--- src/hdl/tmb_pkg.sv ---
package tmb_pkg;

	// Field widths fixed by the port list
	localparam int FUNC_W = 2;
	localparam int ID_W   = 4;
	localparam int TMO_W  = 32;
	localparam int WAIT_W = 31;

	// Command codes on func
	localparam logic [FUNC_W-1:0] FUNC_START = 2'd0;
	localparam logic [FUNC_W-1:0] FUNC_STOP  = 2'd1;
	localparam logic [FUNC_W-1:0] FUNC_TICK  = 2'd2;

	// Result kinds
	localparam logic KIND_EXPIRY  = 1'b0;
	localparam logic KIND_SUMMARY = 1'b1;

	// Saturation limit of next_wait, held wide for the compare
	localparam logic [63:0] WAIT_MAX = 64'h0000_0000_7FFF_FFFF;

	// One result transaction handed from the sequencer to the output register
	typedef struct packed {
		logic              valid;
		logic              kind;
		logic [ID_W-1:0]   fired_id;
		logic [WAIT_W-1:0] next_wait;
		logic              none_active;
		logic              last;
	} emit_t;

endpackage

--- src/hdl/tmb_alu.sv ---
module tmb_alu #(
	parameter int TIME_BITS = 32
) (
	input  logic [TIME_BITS-1:0] a,
	input  logic [TIME_BITS-1:0] b,
	input  logic                 sub,
	input  logic [TIME_BITS-1:0] ca,
	input  logic [TIME_BITS-1:0] cb,
	output logic [TIME_BITS-1:0] sum,
	output logic                 le
);

	logic [TIME_BITS-1:0] b_eff;

	// Add or subtract, wrapping modulo 2^TIME_BITS
	assign b_eff = sub ? ~b : b;
	assign sum   = a + b_eff + TIME_BITS'(sub);

	// Unsigned less-or-equal compare
	assign le = (ca <= cb);

endmodule

--- src/hdl/tmb_store.sv ---
module tmb_store #(
	parameter int NUM_TIMERS = 16,
	parameter int TIME_BITS  = 32,
	parameter int IDX_W      = 4
) (
	input  logic                 clk,
	input  logic                 wr_all,
	input  logic                 wr_dl,
	input  logic [IDX_W-1:0]     wr_addr,
	input  logic [TIME_BITS-1:0] wr_deadline,
	input  logic [TIME_BITS-1:0] wr_period,
	input  logic                 wr_periodic,
	input  logic [IDX_W-1:0]     rd_addr,
	output logic [TIME_BITS-1:0] rd_deadline,
	output logic [TIME_BITS-1:0] rd_period,
	output logic                 rd_periodic
);

	logic [TIME_BITS-1:0] deadline_mem [NUM_TIMERS];
	logic [TIME_BITS-1:0] period_mem   [NUM_TIMERS];
	logic                 periodic_mem [NUM_TIMERS];

	// Write a whole entry on start, only the deadline on a periodic reload
	always_ff @(posedge clk) begin
		if (wr_all || wr_dl) begin
			deadline_mem[wr_addr] <= wr_deadline;
		end
		if (wr_all) begin
			period_mem[wr_addr]   <= wr_period;
			periodic_mem[wr_addr] <= wr_periodic;
		end
	end

	// Registered read port
	always_ff @(posedge clk) begin
		rd_deadline <= deadline_mem[rd_addr];
		rd_period   <= period_mem[rd_addr];
		rd_periodic <= periodic_mem[rd_addr];
	end

endmodule

--- src/hdl/tmb_seq.sv ---
module tmb_seq #(
	parameter int NUM_TIMERS = 16,
	parameter int TIME_BITS  = 32
) (
	input  logic                       clk,
	input  logic                       arst_n,
	input  logic                       in_valid,
	input  logic [tmb_pkg::FUNC_W-1:0] func,
	input  logic [tmb_pkg::ID_W-1:0]   slot,
	input  logic [tmb_pkg::TMO_W-1:0]  timeout,
	input  logic                       repeat_req,
	input  logic                       out_free,
	output logic                       busy,
	output tmb_pkg::emit_t             emit
);

	localparam int IDX_W = (NUM_TIMERS > 1) ? $clog2(NUM_TIMERS) : 1;
	localparam logic [TIME_BITS-1:0] SIGN = {1'b1, {(TIME_BITS-1){1'b0}}};

	typedef enum logic [5:0] {
		ST_IDLE = 6'b000001,
		ST_TICK = 6'b000010,
		ST_EVAL = 6'b000100,
		ST_UPD  = 6'b001000,
		ST_MINC = 6'b010000,
		ST_SUM  = 6'b100000
	} state_t;

	state_t                state_q;
	logic [TIME_BITS-1:0]  now_q;
	logic [TIME_BITS-1:0]  nxt_q;
	logic [NUM_TIMERS-1:0] armed_q;
	logic [IDX_W-1:0]      idx_q;
	logic                  found_q;
	logic [TIME_BITS-1:0]  best_q;
	logic                  fire_q;
	logic                  perio_q;
	logic                  live_q;
	logic [TIME_BITS-1:0]  d_q;
	logic [TIME_BITS-1:0]  per_q;
	logic [TIME_BITS-1:0]  sum_q;
	logic [TIME_BITS-1:0]  newd_q;

	logic [TIME_BITS-1:0] alu_a;
	logic [TIME_BITS-1:0] alu_b;
	logic                 alu_sub;
	logic [TIME_BITS-1:0] alu_ca;
	logic [TIME_BITS-1:0] alu_cb;
	logic [TIME_BITS-1:0] alu_sum;
	logic                 alu_le;

	logic                 wr_all;
	logic                 wr_dl;
	logic [IDX_W-1:0]     wr_addr;
	logic [TIME_BITS-1:0] wr_deadline;
	logic [IDX_W-1:0]     rd_addr;
	logic [TIME_BITS-1:0] rd_deadline;
	logic [TIME_BITS-1:0] rd_period;
	logic                 rd_periodic;

	logic [63:0]          tmo_wide;
	logic [TIME_BITS-1:0] tmo;
	logic [IDX_W-1:0]     sid;
	logic                 id_ok;
	logic                 accept;
	logic                 idx_last;
	logic [IDX_W-1:0]     idx_nxt;
	logic                 cur_armed;
	logic [TIME_BITS-1:0] upd_deadline;
	logic                 better;
	logic                 minc_go;
	logic [TIME_BITS-1:0] diff;
	logic [63:0]          diff_wide;
	logic [tmb_pkg::WAIT_W-1:0] wait_val;

	// Decode the command
	assign tmo_wide = 64'(timeout);
	assign tmo      = tmo_wide[TIME_BITS-1:0];
	assign sid      = IDX_W'(slot);
	assign id_ok    = (32'(slot) < 32'(NUM_TIMERS));
	assign accept   = (state_q == ST_IDLE) && in_valid;
	assign busy     = (state_q != ST_IDLE);

	// Scan index stepping
	assign idx_last  = (idx_q == IDX_W'(NUM_TIMERS - 1));
	assign idx_nxt   = idx_last ? '0 : idx_q + IDX_W'(1);
	assign cur_armed = armed_q[idx_q];

	// Steer the shared adder and comparator by state
	always_comb begin
		alu_a   = now_q;
		alu_b   = tmo;
		alu_sub = 1'b0;
		alu_ca  = sum_q;
		alu_cb  = now_q;
		case (state_q)
			ST_IDLE: begin
				alu_a = now_q;
				alu_b = tmo;
			end
			ST_TICK: begin
				alu_a = nxt_q;
				alu_b = TIME_BITS'(1);
			end
			ST_EVAL: begin
				alu_a  = rd_deadline;
				alu_b  = rd_period;
				alu_ca = rd_deadline;
				alu_cb = nxt_q;
			end
			ST_UPD: begin
				alu_a  = now_q;
				alu_b  = per_q;
				alu_ca = sum_q;
				alu_cb = now_q;
			end
			ST_MINC: begin
				alu_a   = newd_q;
				alu_b   = now_q;
				alu_sub = 1'b1;
				alu_ca  = best_q;
				alu_cb  = alu_sum ^ SIGN;
			end
			default: begin
				alu_a = now_q;
				alu_b = tmo;
			end
		endcase
	end

	tmb_alu #(
		.TIME_BITS(TIME_BITS)
	) u_alu (
		.a  (alu_a),
		.b  (alu_b),
		.sub(alu_sub),
		.ca (alu_ca),
		.cb (alu_cb),
		.sum(alu_sum),
		.le (alu_le)
	);

	// Reload a fired periodic timer; restart at now+period if it fell behind
	always_comb begin
		upd_deadline = d_q;
		if (fire_q && perio_q) begin
			upd_deadline = alu_le ? alu_sum : sum_q;
		end
	end

	// Memory port steering
	assign wr_all      = accept && (func == tmb_pkg::FUNC_START) && id_ok;
	assign wr_dl       = (state_q == ST_UPD) && fire_q && perio_q;
	assign wr_addr     = (state_q == ST_IDLE) ? sid : idx_q;
	assign wr_deadline = (state_q == ST_IDLE) ? alu_sum : upd_deadline;
	assign rd_addr     = (state_q == ST_TICK) ? '0 : idx_nxt;

	tmb_store #(
		.NUM_TIMERS(NUM_TIMERS),
		.TIME_BITS (TIME_BITS),
		.IDX_W     (IDX_W)
	) u_store (
		.clk        (clk),
		.wr_all     (wr_all),
		.wr_dl      (wr_dl),
		.wr_addr    (wr_addr),
		.wr_deadline(wr_deadline),
		.wr_period  (tmo),
		.wr_periodic(repeat_req),
		.rd_addr    (rd_addr),
		.rd_deadline(rd_deadline),
		.rd_period  (rd_period),
		.rd_periodic(rd_periodic)
	);

	// Running minimum over sign-flipped remaining times
	assign better  = !found_q || !alu_le;
	assign minc_go = !fire_q || out_free;

	// Clamp the summary wait to 1 .. 2^31-1
	assign diff      = best_q ^ SIGN;
	assign diff_wide = 64'(diff);
	always_comb begin
		if (diff[TIME_BITS-1] || (diff == '0)) begin
			wait_val = tmb_pkg::WAIT_W'(1);
		end else if (diff_wide > tmb_pkg::WAIT_MAX) begin
			wait_val = tmb_pkg::WAIT_MAX[tmb_pkg::WAIT_W-1:0];
		end else begin
			wait_val = diff_wide[tmb_pkg::WAIT_W-1:0];
		end
	end

	// Build the result transaction
	always_comb begin
		emit             = '0;
		emit.kind        = tmb_pkg::KIND_EXPIRY;
		emit.fired_id    = tmb_pkg::ID_W'(idx_q);
		if ((state_q == ST_MINC) && fire_q && out_free) begin
			emit.valid = 1'b1;
		end else if ((state_q == ST_SUM) && out_free) begin
			emit.valid       = 1'b1;
			emit.kind        = tmb_pkg::KIND_SUMMARY;
			emit.fired_id    = '0;
			emit.next_wait   = found_q ? wait_val : '0;
			emit.none_active = !found_q;
			emit.last        = 1'b1;
		end
	end

	// Sequencer and control state
	always_ff @(posedge clk or negedge arst_n) begin
		if (!arst_n) begin
			state_q <= ST_IDLE;
			now_q   <= '0;
			nxt_q   <= TIME_BITS'(1);
			armed_q <= '0;
			idx_q   <= '0;
			found_q <= 1'b0;
		end else begin
			case (state_q)
				ST_IDLE: begin
					if (accept) begin
						if (func == tmb_pkg::FUNC_START && id_ok) begin
							armed_q[sid] <= 1'b1;
						end else if (func == tmb_pkg::FUNC_STOP && id_ok) begin
							armed_q[sid] <= 1'b0;
						end else if (func == tmb_pkg::FUNC_TICK) begin
							state_q <= ST_TICK;
						end
					end
				end
				ST_TICK: begin
					now_q   <= nxt_q;
					nxt_q   <= alu_sum;
					idx_q   <= '0;
					found_q <= 1'b0;
					state_q <= ST_EVAL;
				end
				ST_EVAL: begin
					if (cur_armed) begin
						state_q <= ST_UPD;
					end else if (idx_last) begin
						state_q <= ST_SUM;
					end else begin
						idx_q <= idx_nxt;
					end
				end
				ST_UPD: begin
					if (fire_q && !perio_q) begin
						armed_q[idx_q] <= 1'b0;
					end
					state_q <= ST_MINC;
				end
				ST_MINC: begin
					if (minc_go) begin
						if (live_q && better) begin
							found_q <= 1'b1;
						end
						if (idx_last) begin
							state_q <= ST_SUM;
						end else begin
							idx_q   <= idx_nxt;
							state_q <= ST_EVAL;
						end
					end
				end
				ST_SUM: begin
					if (out_free) begin
						state_q <= ST_IDLE;
					end
				end
				default: begin
					state_q <= ST_IDLE;
				end
			endcase
		end
	end

	// Per-entry working registers
	always_ff @(posedge clk) begin
		if (state_q == ST_EVAL) begin
			fire_q  <= alu_le;
			sum_q   <= alu_sum;
			d_q     <= rd_deadline;
			per_q   <= rd_period;
			perio_q <= rd_periodic;
		end
		if (state_q == ST_UPD) begin
			newd_q <= upd_deadline;
			live_q <= !(fire_q && !perio_q);
		end
		if ((state_q == ST_MINC) && minc_go && live_q && better) begin
			best_q <= alu_sum ^ SIGN;
		end
	end

endmodule

--- src/hdl/multi_channel_timer_bank.sv ---
// Channel  Direction  Handshake           Payload
// in       receive    in_valid/in_stall   func, slot, timeout, repeat_req
// out      send       out_valid/out_stall kind, fired_id, next_wait, none_active, last
//
// Start, stop and unused codes complete on acceptance. A tick steps through a
// tick state, an evaluate state per timer, update and minimum states per armed
// timer, then a summary state; the single read port of the timer memory and the
// one shared adder/comparator set that sequence. Output stalls can hold the scan.
// arst_n clears the tick counter and the armed bits; timer memory is not cleared.
// in_stall is high from an accepted tick until its summary enters the output register.
module multi_channel_timer_bank #(
	parameter int NUM_TIMERS = 16,
	parameter int TIME_BITS  = 32
) (
	input  logic                       clk,
	input  logic                       arst_n,
	input  logic                       in_valid,
	output logic                       in_stall,
	input  logic [tmb_pkg::FUNC_W-1:0] func,
	input  logic [tmb_pkg::ID_W-1:0]   slot,
	input  logic [tmb_pkg::TMO_W-1:0]  timeout,
	input  logic                       repeat_req,
	output logic                       out_valid,
	input  logic                       out_stall,
	output logic                       kind,
	output logic [tmb_pkg::ID_W-1:0]   fired_id,
	output logic [tmb_pkg::WAIT_W-1:0] next_wait,
	output logic                       none_active,
	output logic                       last
);

	logic           busy;
	logic           out_free;
	tmb_pkg::emit_t emit;
	logic           out_valid_q;
	tmb_pkg::emit_t out_q;

	assign in_stall = busy;
	assign out_free = !out_valid_q || !out_stall;

	tmb_seq #(
		.NUM_TIMERS(NUM_TIMERS),
		.TIME_BITS (TIME_BITS)
	) u_seq (
		.clk       (clk),
		.arst_n    (arst_n),
		.in_valid  (in_valid),
		.func      (func),
		.slot      (slot),
		.timeout   (timeout),
		.repeat_req(repeat_req),
		.out_free  (out_free),
		.busy      (busy),
		.emit      (emit)
	);

	// Hold the result until the transaction completes
	always_ff @(posedge clk or negedge arst_n) begin
		if (!arst_n) begin
			out_valid_q <= 1'b0;
		end else if (emit.valid) begin
			out_valid_q <= 1'b1;
		end else if (!out_stall) begin
			out_valid_q <= 1'b0;
		end
	end

	always_ff @(posedge clk) begin
		if (emit.valid) begin
			out_q <= emit;
		end
	end

	assign out_valid   = out_valid_q;
	assign kind        = out_q.kind;
	assign fired_id    = out_q.fired_id;
	assign next_wait   = out_q.next_wait;
	assign none_active = out_q.none_active;
	assign last        = out_q.last;

	// Never load the output register over a result that is still held
	a_emit_free: assert property (@(posedge clk) disable iff (!arst_n)
		emit.valid |-> out_free)
		else $error("result loaded while output register busy");

	// A tick transaction makes the block busy on the next cycle
	a_tick_busy: assert property (@(posedge clk) disable iff (!arst_n)
		(in_valid && !in_stall && func == tmb_pkg::FUNC_TICK) |=> in_stall)
		else $error("tick accepted without starting a scan");

	// Start, stop and unused-code transactions leave the block free on the next cycle and produce no result
	a_cmd_quick: assert property (@(posedge clk) disable iff (!arst_n)
		(in_valid && !in_stall && func != tmb_pkg::FUNC_TICK) |=> (!in_stall && !emit.valid))
		else $error("start or stop left the block busy");

endmodule

--- config.mk ---
export PLATFORM = sky130hd
export DESIGN_NAME = multi_channel_timer_bank
export DESIGN_NICKNAME = d
export VERILOG_FILES = /design/src/hdl/tmb_pkg.sv /design/src/hdl/tmb_alu.sv /design/src/hdl/tmb_store.sv /design/src/hdl/tmb_seq.sv /design/src/hdl/multi_channel_timer_bank.sv
export SDC_FILE = /design/constraint.sdc
export NUM_CORES = 2
export LEC_CHECK = 0
export BUFFER_PORTS_ARGS = -buffer_cell sky130_fd_sc_hd__buf_2
export CAP_MARGIN = 5
export CORE_AREA = 2 2 446 448
export DETAILED_ROUTE_END_ITERATION = 16
export DIE_AREA = 0 0 448 450
export SETUP_SLACK_MARGIN = 0.15
export SYNTH_ARGS = -nofsm -noshare
export SYNTH_HDL_FRONTEND = slang
export SYNTH_SLANG_ARGS = --single-unit
--- constraint.sdc ---
create_clock -name clk -period 8.85 [get_ports clk]
set_clock_uncertainty 0.15 [all_clocks]
set_input_delay 0.4425 -clock clk [delete_from_list [all_inputs] [get_ports clk]]
set_output_delay 0.4425 -clock clk [all_outputs]
set_load 0.01 [all_outputs]
* Word level (Yosys, flattened, before mapping)
Memory sizes are Yosys's and may differ from the RTL's. A register that Yosys moved wholly into a read port is not among the register bits. Cells that the tools add are included.
Cells by class: add/subtract/negate cells 3, magnitude comparators 6, equal/unequal tests 22, multiplexer cells 52, bitwise logic cells 10, reductions and logical operators 39
Operators with widths (count):
- 32-bit 2-to-1 mux | 4
- 32-bit one-hot mux with 2 select lines | 2
- 32-bit one-hot mux with 4 select lines | 1
- 32-bit one-hot mux with 3 select lines | 1
- 31-bit 2-to-1 mux | 3
- 16-bit 2-to-1 mux | 4
- 6-bit 2-to-1 mux | 9
- 39-bit 2-to-1 mux | 1
- 37-bit 2-to-1 mux | 1
- 6-bit one-hot mux with 6 select lines | 1
- 32-bit by 1-bit adder with 32-bit output | 1
- 32-bit adder | 1
- 16-bit bitwise AND | 2
- 32-bit by 31-bit > comparator with 1-bit output, second input constant | 1
- 32-bit less-or-equal comparator | 1
- 32-bit zero test | 1
- 16-bit inverter | 2
- 32-bit inverter | 1
- 16-bit one-hot mux with 2 select lines | 1
- 4-bit 2-to-1 mux | 6
- 16-bit OR | 1
- 1-bit logical AND | 15
- 1-bit 2-to-1 mux | 13
- 4-bit one-hot mux with 3 select lines | 1
- 32 further kinds | 58
Word-level totals: register bits 293, memory bits (writable) 1040, input bits 43, output and inout bits 40, word-level logic and storage cells 156, memories 3
Memory list:
- u_seq.u_store.deadline_mem | depth 16, bits a word 32, rd ports 1, clocked after Yosys merged registers in 1, write ports 1, line tmb_store.sv:19 | logic [TIME_BITS-1:0] deadline_mem [NUM_TIMERS];
- u_seq.u_store.period_mem | depth 16, bits a word 32, rd ports 1, clocked after Yosys merged registers in 1, write ports 1, line tmb_store.sv:20 | logic [TIME_BITS-1:0] period_mem [NUM_TIMERS];
- u_seq.u_store.periodic_mem | depth 16, bits a word 1, rd ports 1, clocked after Yosys merged registers in 1, write ports 1, line tmb_store.sv:21 | logic periodic_mem [NUM_TIMERS];

* Depth between registers and ports, before layout
word-level depth 15, mapped depth 33, depth with buffers taken out 27

* Modules after synthesis
Synthesis repeated with hierarchy kept, for this count alone.
Unflattened totals: cells, all modules 3447, area, all modules 57436.3 um2
Modules (own cells, without submodules):
- tmb_store | times used 1, cells an instance 1700, area each 40346.2 um2, seq. area each 32531.2 um2
- tmb_seq | times used 1, cells an instance 1291, area each 12873.6 um2, seq. area each 7174.4 um2
- tmb_alu | times used 1, cells an instance 415, area each 3039.2 um2, seq. area each 0.0 um2
- multi_channel_timer_bank | times used 1, cells an instance 41, area each 1177.4 um2, seq. area each 1166.1 um2

* Least setup slack after synthesis
Ideal clock, no wire load.
kind reg2reg, from register u_seq.state_q[1], to register u_seq.best_q[0], enable pin, library setup time 0.434 ns, arrival 8.466 ns, data required time 8.266 ns, path slack -0.200 ns, stages on the path, launching flop included 30, buffers on the path 5, period minus slack after synthesis 9.050 ns, path through dfrtp_1 > buf_2 > nor4_2 > nand2_1 > inv_1 > clkbuf_1 > buf_1 > buf_1 > a22oi_1 > o221ai_1 > ha_1 > nand2_1 > or3_1 > a2111oi_0 > o21ai_1 > a31oi_1 > o31a_1 > xnor2_1 > nor2_1 > a221oi_1 > ha_1 > a21o_1 > a21o_1 > a21oi_1 > o21ai_0 > o21ai_0 > a31oi_1 > inv_2 > buf_2 > a21oi_1
Between the ends: cells in the longest elaborated chain, start to end 12, elaborated cells on any way between the ends 20, those cells by class add/sub: 2; order compare: 1; eq/ne: 4; mux: 6; bitwise: 2; reduce/logical: 5
RTL lines:
- from (decl) | line tmb_seq.sv:29 | state_t state_q;
- from (signal assigned) | line tmb_seq.sv:213 | state_q <= ST_IDLE;
- from (signal assigned) | line tmb_seq.sv:228 | state_q <= ST_TICK;
- from (signal assigned) | line tmb_seq.sv:237 | state_q <= ST_EVAL;
- 6-bit by 5-bit equality test with 1-bit output, or another cell as far along | line tmb_seq.sv:96, tmb_seq.sv:292
- 32-bit one-hot mux with 4 select lines | line tmb_seq.sv:96 | case (state_q)
- 32-bit inverter | line tmb_alu.sv:16 | assign b_eff = sub ? ~b : b;
- 32-bit 2-to-1 mux | line tmb_alu.sv:16
- 32-bit adder | line tmb_alu.sv:17 | assign sum = a + b_eff + TIME_BITS'(sub);
- 32-bit by 1-bit adder with 32-bit output | line tmb_alu.sv:17
- 1-bit inverter (no source line)
- 32-bit one-hot mux with 2 select lines | line tmb_seq.sv:96
- 32-bit less-or-equal comparator | line tmb_alu.sv:20 | assign le = (ca <= cb);
- 1-bit zero test | line tmb_seq.sv:177 | assign better = !found_q || !alu_le;
- 1-bit logical OR | line tmb_seq.sv:177
- 1-bit logical AND (*) | line tmb_seq.sv:292 | if ((state_q == ST_MINC) && minc_go && live_q && better) begin
- to (signal assigned) | line tmb_seq.sv:293 | best_q <= alu_sum ^ SIGN;
- to (decl) | line tmb_seq.sv:35 | logic [TIME_BITS-1:0] best_q;
Mark *: on every way between the ends. The rest lies on a longest branch, timed or not. A chain may end at the register's enable or synchronous reset.

* Final worst setup path
from register u_seq.state_q[1], to memory u_seq.u_store.deadline_mem[1][22], data pin
Between the ends: elaborated cells on any way between the ends 19, those cells by class add/sub: 2; order compare: 1; eq/ne: 5; mux: 9; bitwise: 2
RTL lines:
- 6-bit by 5-bit equality test with 1-bit output, or another cell as far along | line tmb_seq.sv:96
- 32-bit one-hot mux with 4 select lines | line tmb_seq.sv:96
- 32-bit inverter | line tmb_alu.sv:16
- 32-bit 2-to-1 mux | line tmb_alu.sv:16
- 32-bit adder | line tmb_alu.sv:17
- 32-bit by 1-bit adder with 32-bit output (*) | line tmb_alu.sv:17
- via u_seq.alu_sum[26] | line tmb_seq.sv:49 | logic [TIME_BITS-1:0] alu_sum;
- 32-bit one-hot mux with 2 select lines (*) | line tmb_seq.sv:96
- 32-bit less-or-equal comparator (*) | line tmb_alu.sv:20
- 32-bit 2-to-1 mux (*) | line tmb_seq.sv:147 | upd_deadline = alu_le ? alu_sum : sum_q;
- 32-bit 2-to-1 mux (*) | line tmb_seq.sv:146 | if (fire_q && perio_q) begin
- 32-bit 2-to-1 mux (*) | line tmb_seq.sv:155 | assign wr_deadline = (state_q == ST_IDLE) ? alu_sum : upd_deadline;
- via u_seq.u_store.wr_deadline[22] | line tmb_store.sv:10 | input logic [TIME_BITS-1:0] wr_deadline,
- to (decl) | line tmb_store.sv:19
Mark *: on every way through the listed nets, which the timed path passes. The rest lies on a longest branch.

==> results.md <==
Status:
- The flow ran to the end, and the final reports show no timing, DRC or antenna violations.

Global routing:
- The total track usage is 17.2%.
- The pin count of the biggest net entering global routing is 175.
- The first global-routing pass estimated 259,000 um of wire.
- The total congestion overflow after global routing is 0.
- The number of antenna violations at the first check in global routing is 14.
- The via count of the first global-routing pass is 37,400.

Synth:
- Counting flops and latches in the post-synthesis netlist gives 1,397.
- Summing every instance area after synthesis gives 58,800 um2.
- The number of enable-type register cells in the synthesized netlist is 1,240.
- Yosys mapped the design onto 84 distinct sky130hd cell types.
- The gate count after technology mapping is 4,554.
- The predominant post-synthesis flop cell is edfxtp_1.
- Sequential cells were found to cover 69.4% of the synthesized design area.
- The number of synthesis warnings is 0.
- The top cell type by area accounts for 63.3% of the synthesized area.
- The number of nets in the synthesized netlist is 4,665.
- Counting flops with an async set or reset pin after synthesis yields a share of 6.59%.
- In this run the mean area of a mapped cell was 12.9 um2.
- By area the synthesized netlist is led by edfxtp_1, nand2_1, a211oi_1.
- The top cell type by total area after synthesis is edfxtp_1.

STA:
- The share of the cycle needed by the critical path after routing is 92.6%.
- The slew at the pin with the worst max-slew slack is 1170 ps.
- The final hold violation count is 0.
- Setup repair after global routing left no endpoint under its margin.
- The count of final max-slew check failures is 0.
- The headroom to the max-slew limit is 22.0%.
- Setup violations remaining at the end of the flow were counted as 0.
- The post-layout minimum cycle time is 8190 ps.
- Timing would allow up to 0.122 GHz.
- The post-route setup TNS is 0 ps.

Detailed routing:
- The vias per cell is 5.35.
- Once detail routing completed, the nets flagged for antenna violations numbered 0.
- The detailed router finished its first iteration with 4,375 violations.
- The total length of routed wires is 178,000 um.
- In the final routed layout, each cell accounts on average for about 24 um.
- The number of iterations in the first detailed-routing pass is 8.
- The number of DRC violations after detailed routing is 0.
- The total number of vias is just under 40,000.

Power:
- In this run the power density over the cells is 354 nW/um2.
- For this design the static power due to leakage is 22.9 nW.
- IR analysis of the VDD net gives a maximum drop of 0.318 mV.

Floorplanning:
- Once the floorplan was initialized, standard cells occupied roughly 30% of the core.
- The die span in x is 448 um.
- The floorplan core area is 197,000 um2.
- After floorplanning, the core was divided into 163 placement rows.
- The floorplan step defined a die boundary enclosing 202,000 um2.
- The number of top-level design ports is 83.
- The die height is 450 um.

Clocking:
- The maximum clock path buffer count is 3.
- TritonCTS built the clock tree.
- CTS placed an instance of clkbuf_16 at the clock tree root.
- The number of levels in the clock H-tree is 4.
- The buffer count from post-CTS setup fixing is 0.
- The clock net in this run drives a total of 1,397 sinks.
- After clock tree synthesis, the clock-pin slew on the worst setup and hold paths is ~70 ps.
- Counting the buffers created by CTS gives ~150.
- The later pin in the worst-skew pair is clocked with a latency of 800 ps.

Critical path:
- For the worst setup path, the data required time is 9120 ps.
- The largest individual stage delay along the critical path comes from the cell a21oi_1.
- At the worst endpoint, the arrival time is 8470 ps.
- The element type at the critical path start is a flip-flop.
- The most repeated library cell on the critical path is a21oi_1.
- The critical path is of the reg2reg type.
- For this run, the slowest stage of the critical path takes between 900 and 1000 ps.
- The category of the worst setup path capture point is a flip-flop.
- Along the worst path, the maximum fanout reaches 44.

Run:
- Across the run, the number of max-cap violations was 0.

Min path:
- The path class of the tightest hold or removal check is in2async.

Layout:
- The net total in the final layout is ~4,800.
- The library cell used most frequently in the layout, excluding fill and tap cells, is edfxtp_1.
- With fillers left out, the area of the finished cells amounts to 68,400 um2.
- In the layout the commonest cells are edfxtp_1, nand2_1, a211oi_1, and2_1, a21oi_1.
- The fraction of layout instances using a drive strength above 1 is a little under an eighth.
- The layout-stage area growth over the synthesis result is 16.2%.

Place:
- Once detailed placement completed, the half-perimeter wirelength came to 104,000 um.
- At the end of routability-driven placement, the weighted congestion stood at 0.974.
- The placed instances occupy a cell area of 62,800 um2.
- The count of buffers from port buffering is 82.
-- Yosys cell counts (14+ instances only) --
| master | n |
|---|---|
| a21o_1 | 32 |
| inv_1 | 32 |
| a21oi_1 | 230 |
| nor4_1 | 16 |
| clkbuf_1 | 290 |
| a211oi_1 | 330 |
| o21ai_0 | 113 |
| nand4_1 | 15 |
| ha_1 | 67 |
| o22ai_1 | 21 |
| nand3_1 | 19 |
| nand2_1 | 877 |
| a22o_1 | 25 |
| nor2_1 | 119 |
| buf_1 | 20 |
| a31oi_1 | 157 |
| edfxtp_1 | 1240 |
| and2_1 | 299 |
| a22oi_1 | 69 |
| a222oi_1 | 31 |
| a311oi_1 | 131 |
| nor3_1 | 22 |
| dfrtp_1 | 90 |
| dfxtp_1 | 65 |
| mux2_2 | 14 |
| xnor2_1 | 38 |
| mux2i_1 | 15 |
-- metal layers --
layer / part of all wire [%] / vias to the layer above / GRT usage, %
met3: 8.2 / 343 / 3.11
li1: - / 17500 / -
met2: 46 / 1813 / 26.8
met4: 3.5 / 10 / 6.17
met1: 42 / 19900 / 23.9
met5: 0.043 / - / 0
-- worst max-delay path, delay by kind of cell, from the launching register on --
family                   cells  cell delay (ps)
flip-flops                   1              500
buffers and inverters        3              670
adder cells (fa/ha/maj)      2              560
AO/OA/AOI/OAI               14             3940
XOR/XNOR                     1              310
AND/OR/NAND/NOR              5             1640
-- registers in the layout, summed over array words and instances, names as in the netlist, 4 cells and up, named ones only --
signal,count
u_seq.now_q,32
u_seq.per_q,32
u_seq.u_store.rd_period,32
u_seq.newd_q,32
u_seq.u_store.periodic_mem,16
fired_id,4
u_seq.best_q,32
u_seq.u_store.deadline_mem,512
u_seq.u_store.rd_deadline,32
next_wait,31
u_seq.idx_q,4
u_seq.d_q,32
u_seq.state_q,6
u_seq.nxt_q,32
u_seq.sum_q,32
u_seq.u_store.period_mem,512
-- worst paths after layout --
path	slack (ps)	endpoint	cells after the start	from
max	660	u_seq.u_store.deadline_mem[1][22]	25	u_seq.state_q[1]
min	60	u_seq.now_q[24]	2	arst_n
max reg2reg	660	u_seq.u_store.deadline_mem[1][22]	25	u_seq.state_q[1]
min reg2reg	280	u_seq.perio_q	0	u_seq.u_store.rd_periodic
max in group asynchronous	7150	u_seq.now_q[8]	3	arst_n
min in group clk	110	u_seq.state_q[5]	4	in_valid
-- cell type report --
class / count / area [um2]
Fill cell: 18900 / 128000
Sequential cell: 1397 / 40800
Multi-Input combinational cell: 2804 / 17100
Clock buffer: 193 / 4030
Tap cell: 2640 / 3300
Timing Repair Buffer: 256 / 1960
Clock inverter: 80 / 1010
Inverter: 33 / 128
Antenna cell: 2 / 5.00
-- cells by family (layout without fill, tap and decap cells) --
kind of cell               Yosys count  after routing  share of synthesized area, %
muxes                               34             34                         0.714
and+or+nand+nor                   1428           1428                          11.0
buffers and inverters              353            562                          2.28
other                                0              2                             0
xor gates and xnor gates            49             49                         0.742
adders and majority gates           68             68                          1.46
AOI/OAI and AO/OA                 1225           1225                          14.4
DFF                               1397           1397                          69.4
-- stage by stage --
stage	hold slack, ps	std cells	util [%]	total power [mW]	setup slack (ps)
after detailed placement	252	7086	31.9	17.7	537
after global routing	101	7403	34.8	25.2	184
final	64.4	7405	34.8	24.2	656
after global placement	241	7086	31.9	17.6	728
after CTS	41.0	7402	34.7	24.1	510
after floorplan	-3.09	4554	-	14.4	466
-- power by group --
group / leakage, nW / total (mW) / internal (mW) / switching [mW]
clock network: 2.46 / 6.38 / 3.75 / 2.64
logic: 7.68 / 8.14 / 2.48 / 5.66
registers: 12.8 / 9.66 / 9.07 / 0.589
-- repair_timing --
action,CTS,global route
resized for setup,0,15
hold buffers,43,0
endpoints found under the setup margin,0,256
hold endpoints to repair,572,0
(Power assumes the default switching activity.)
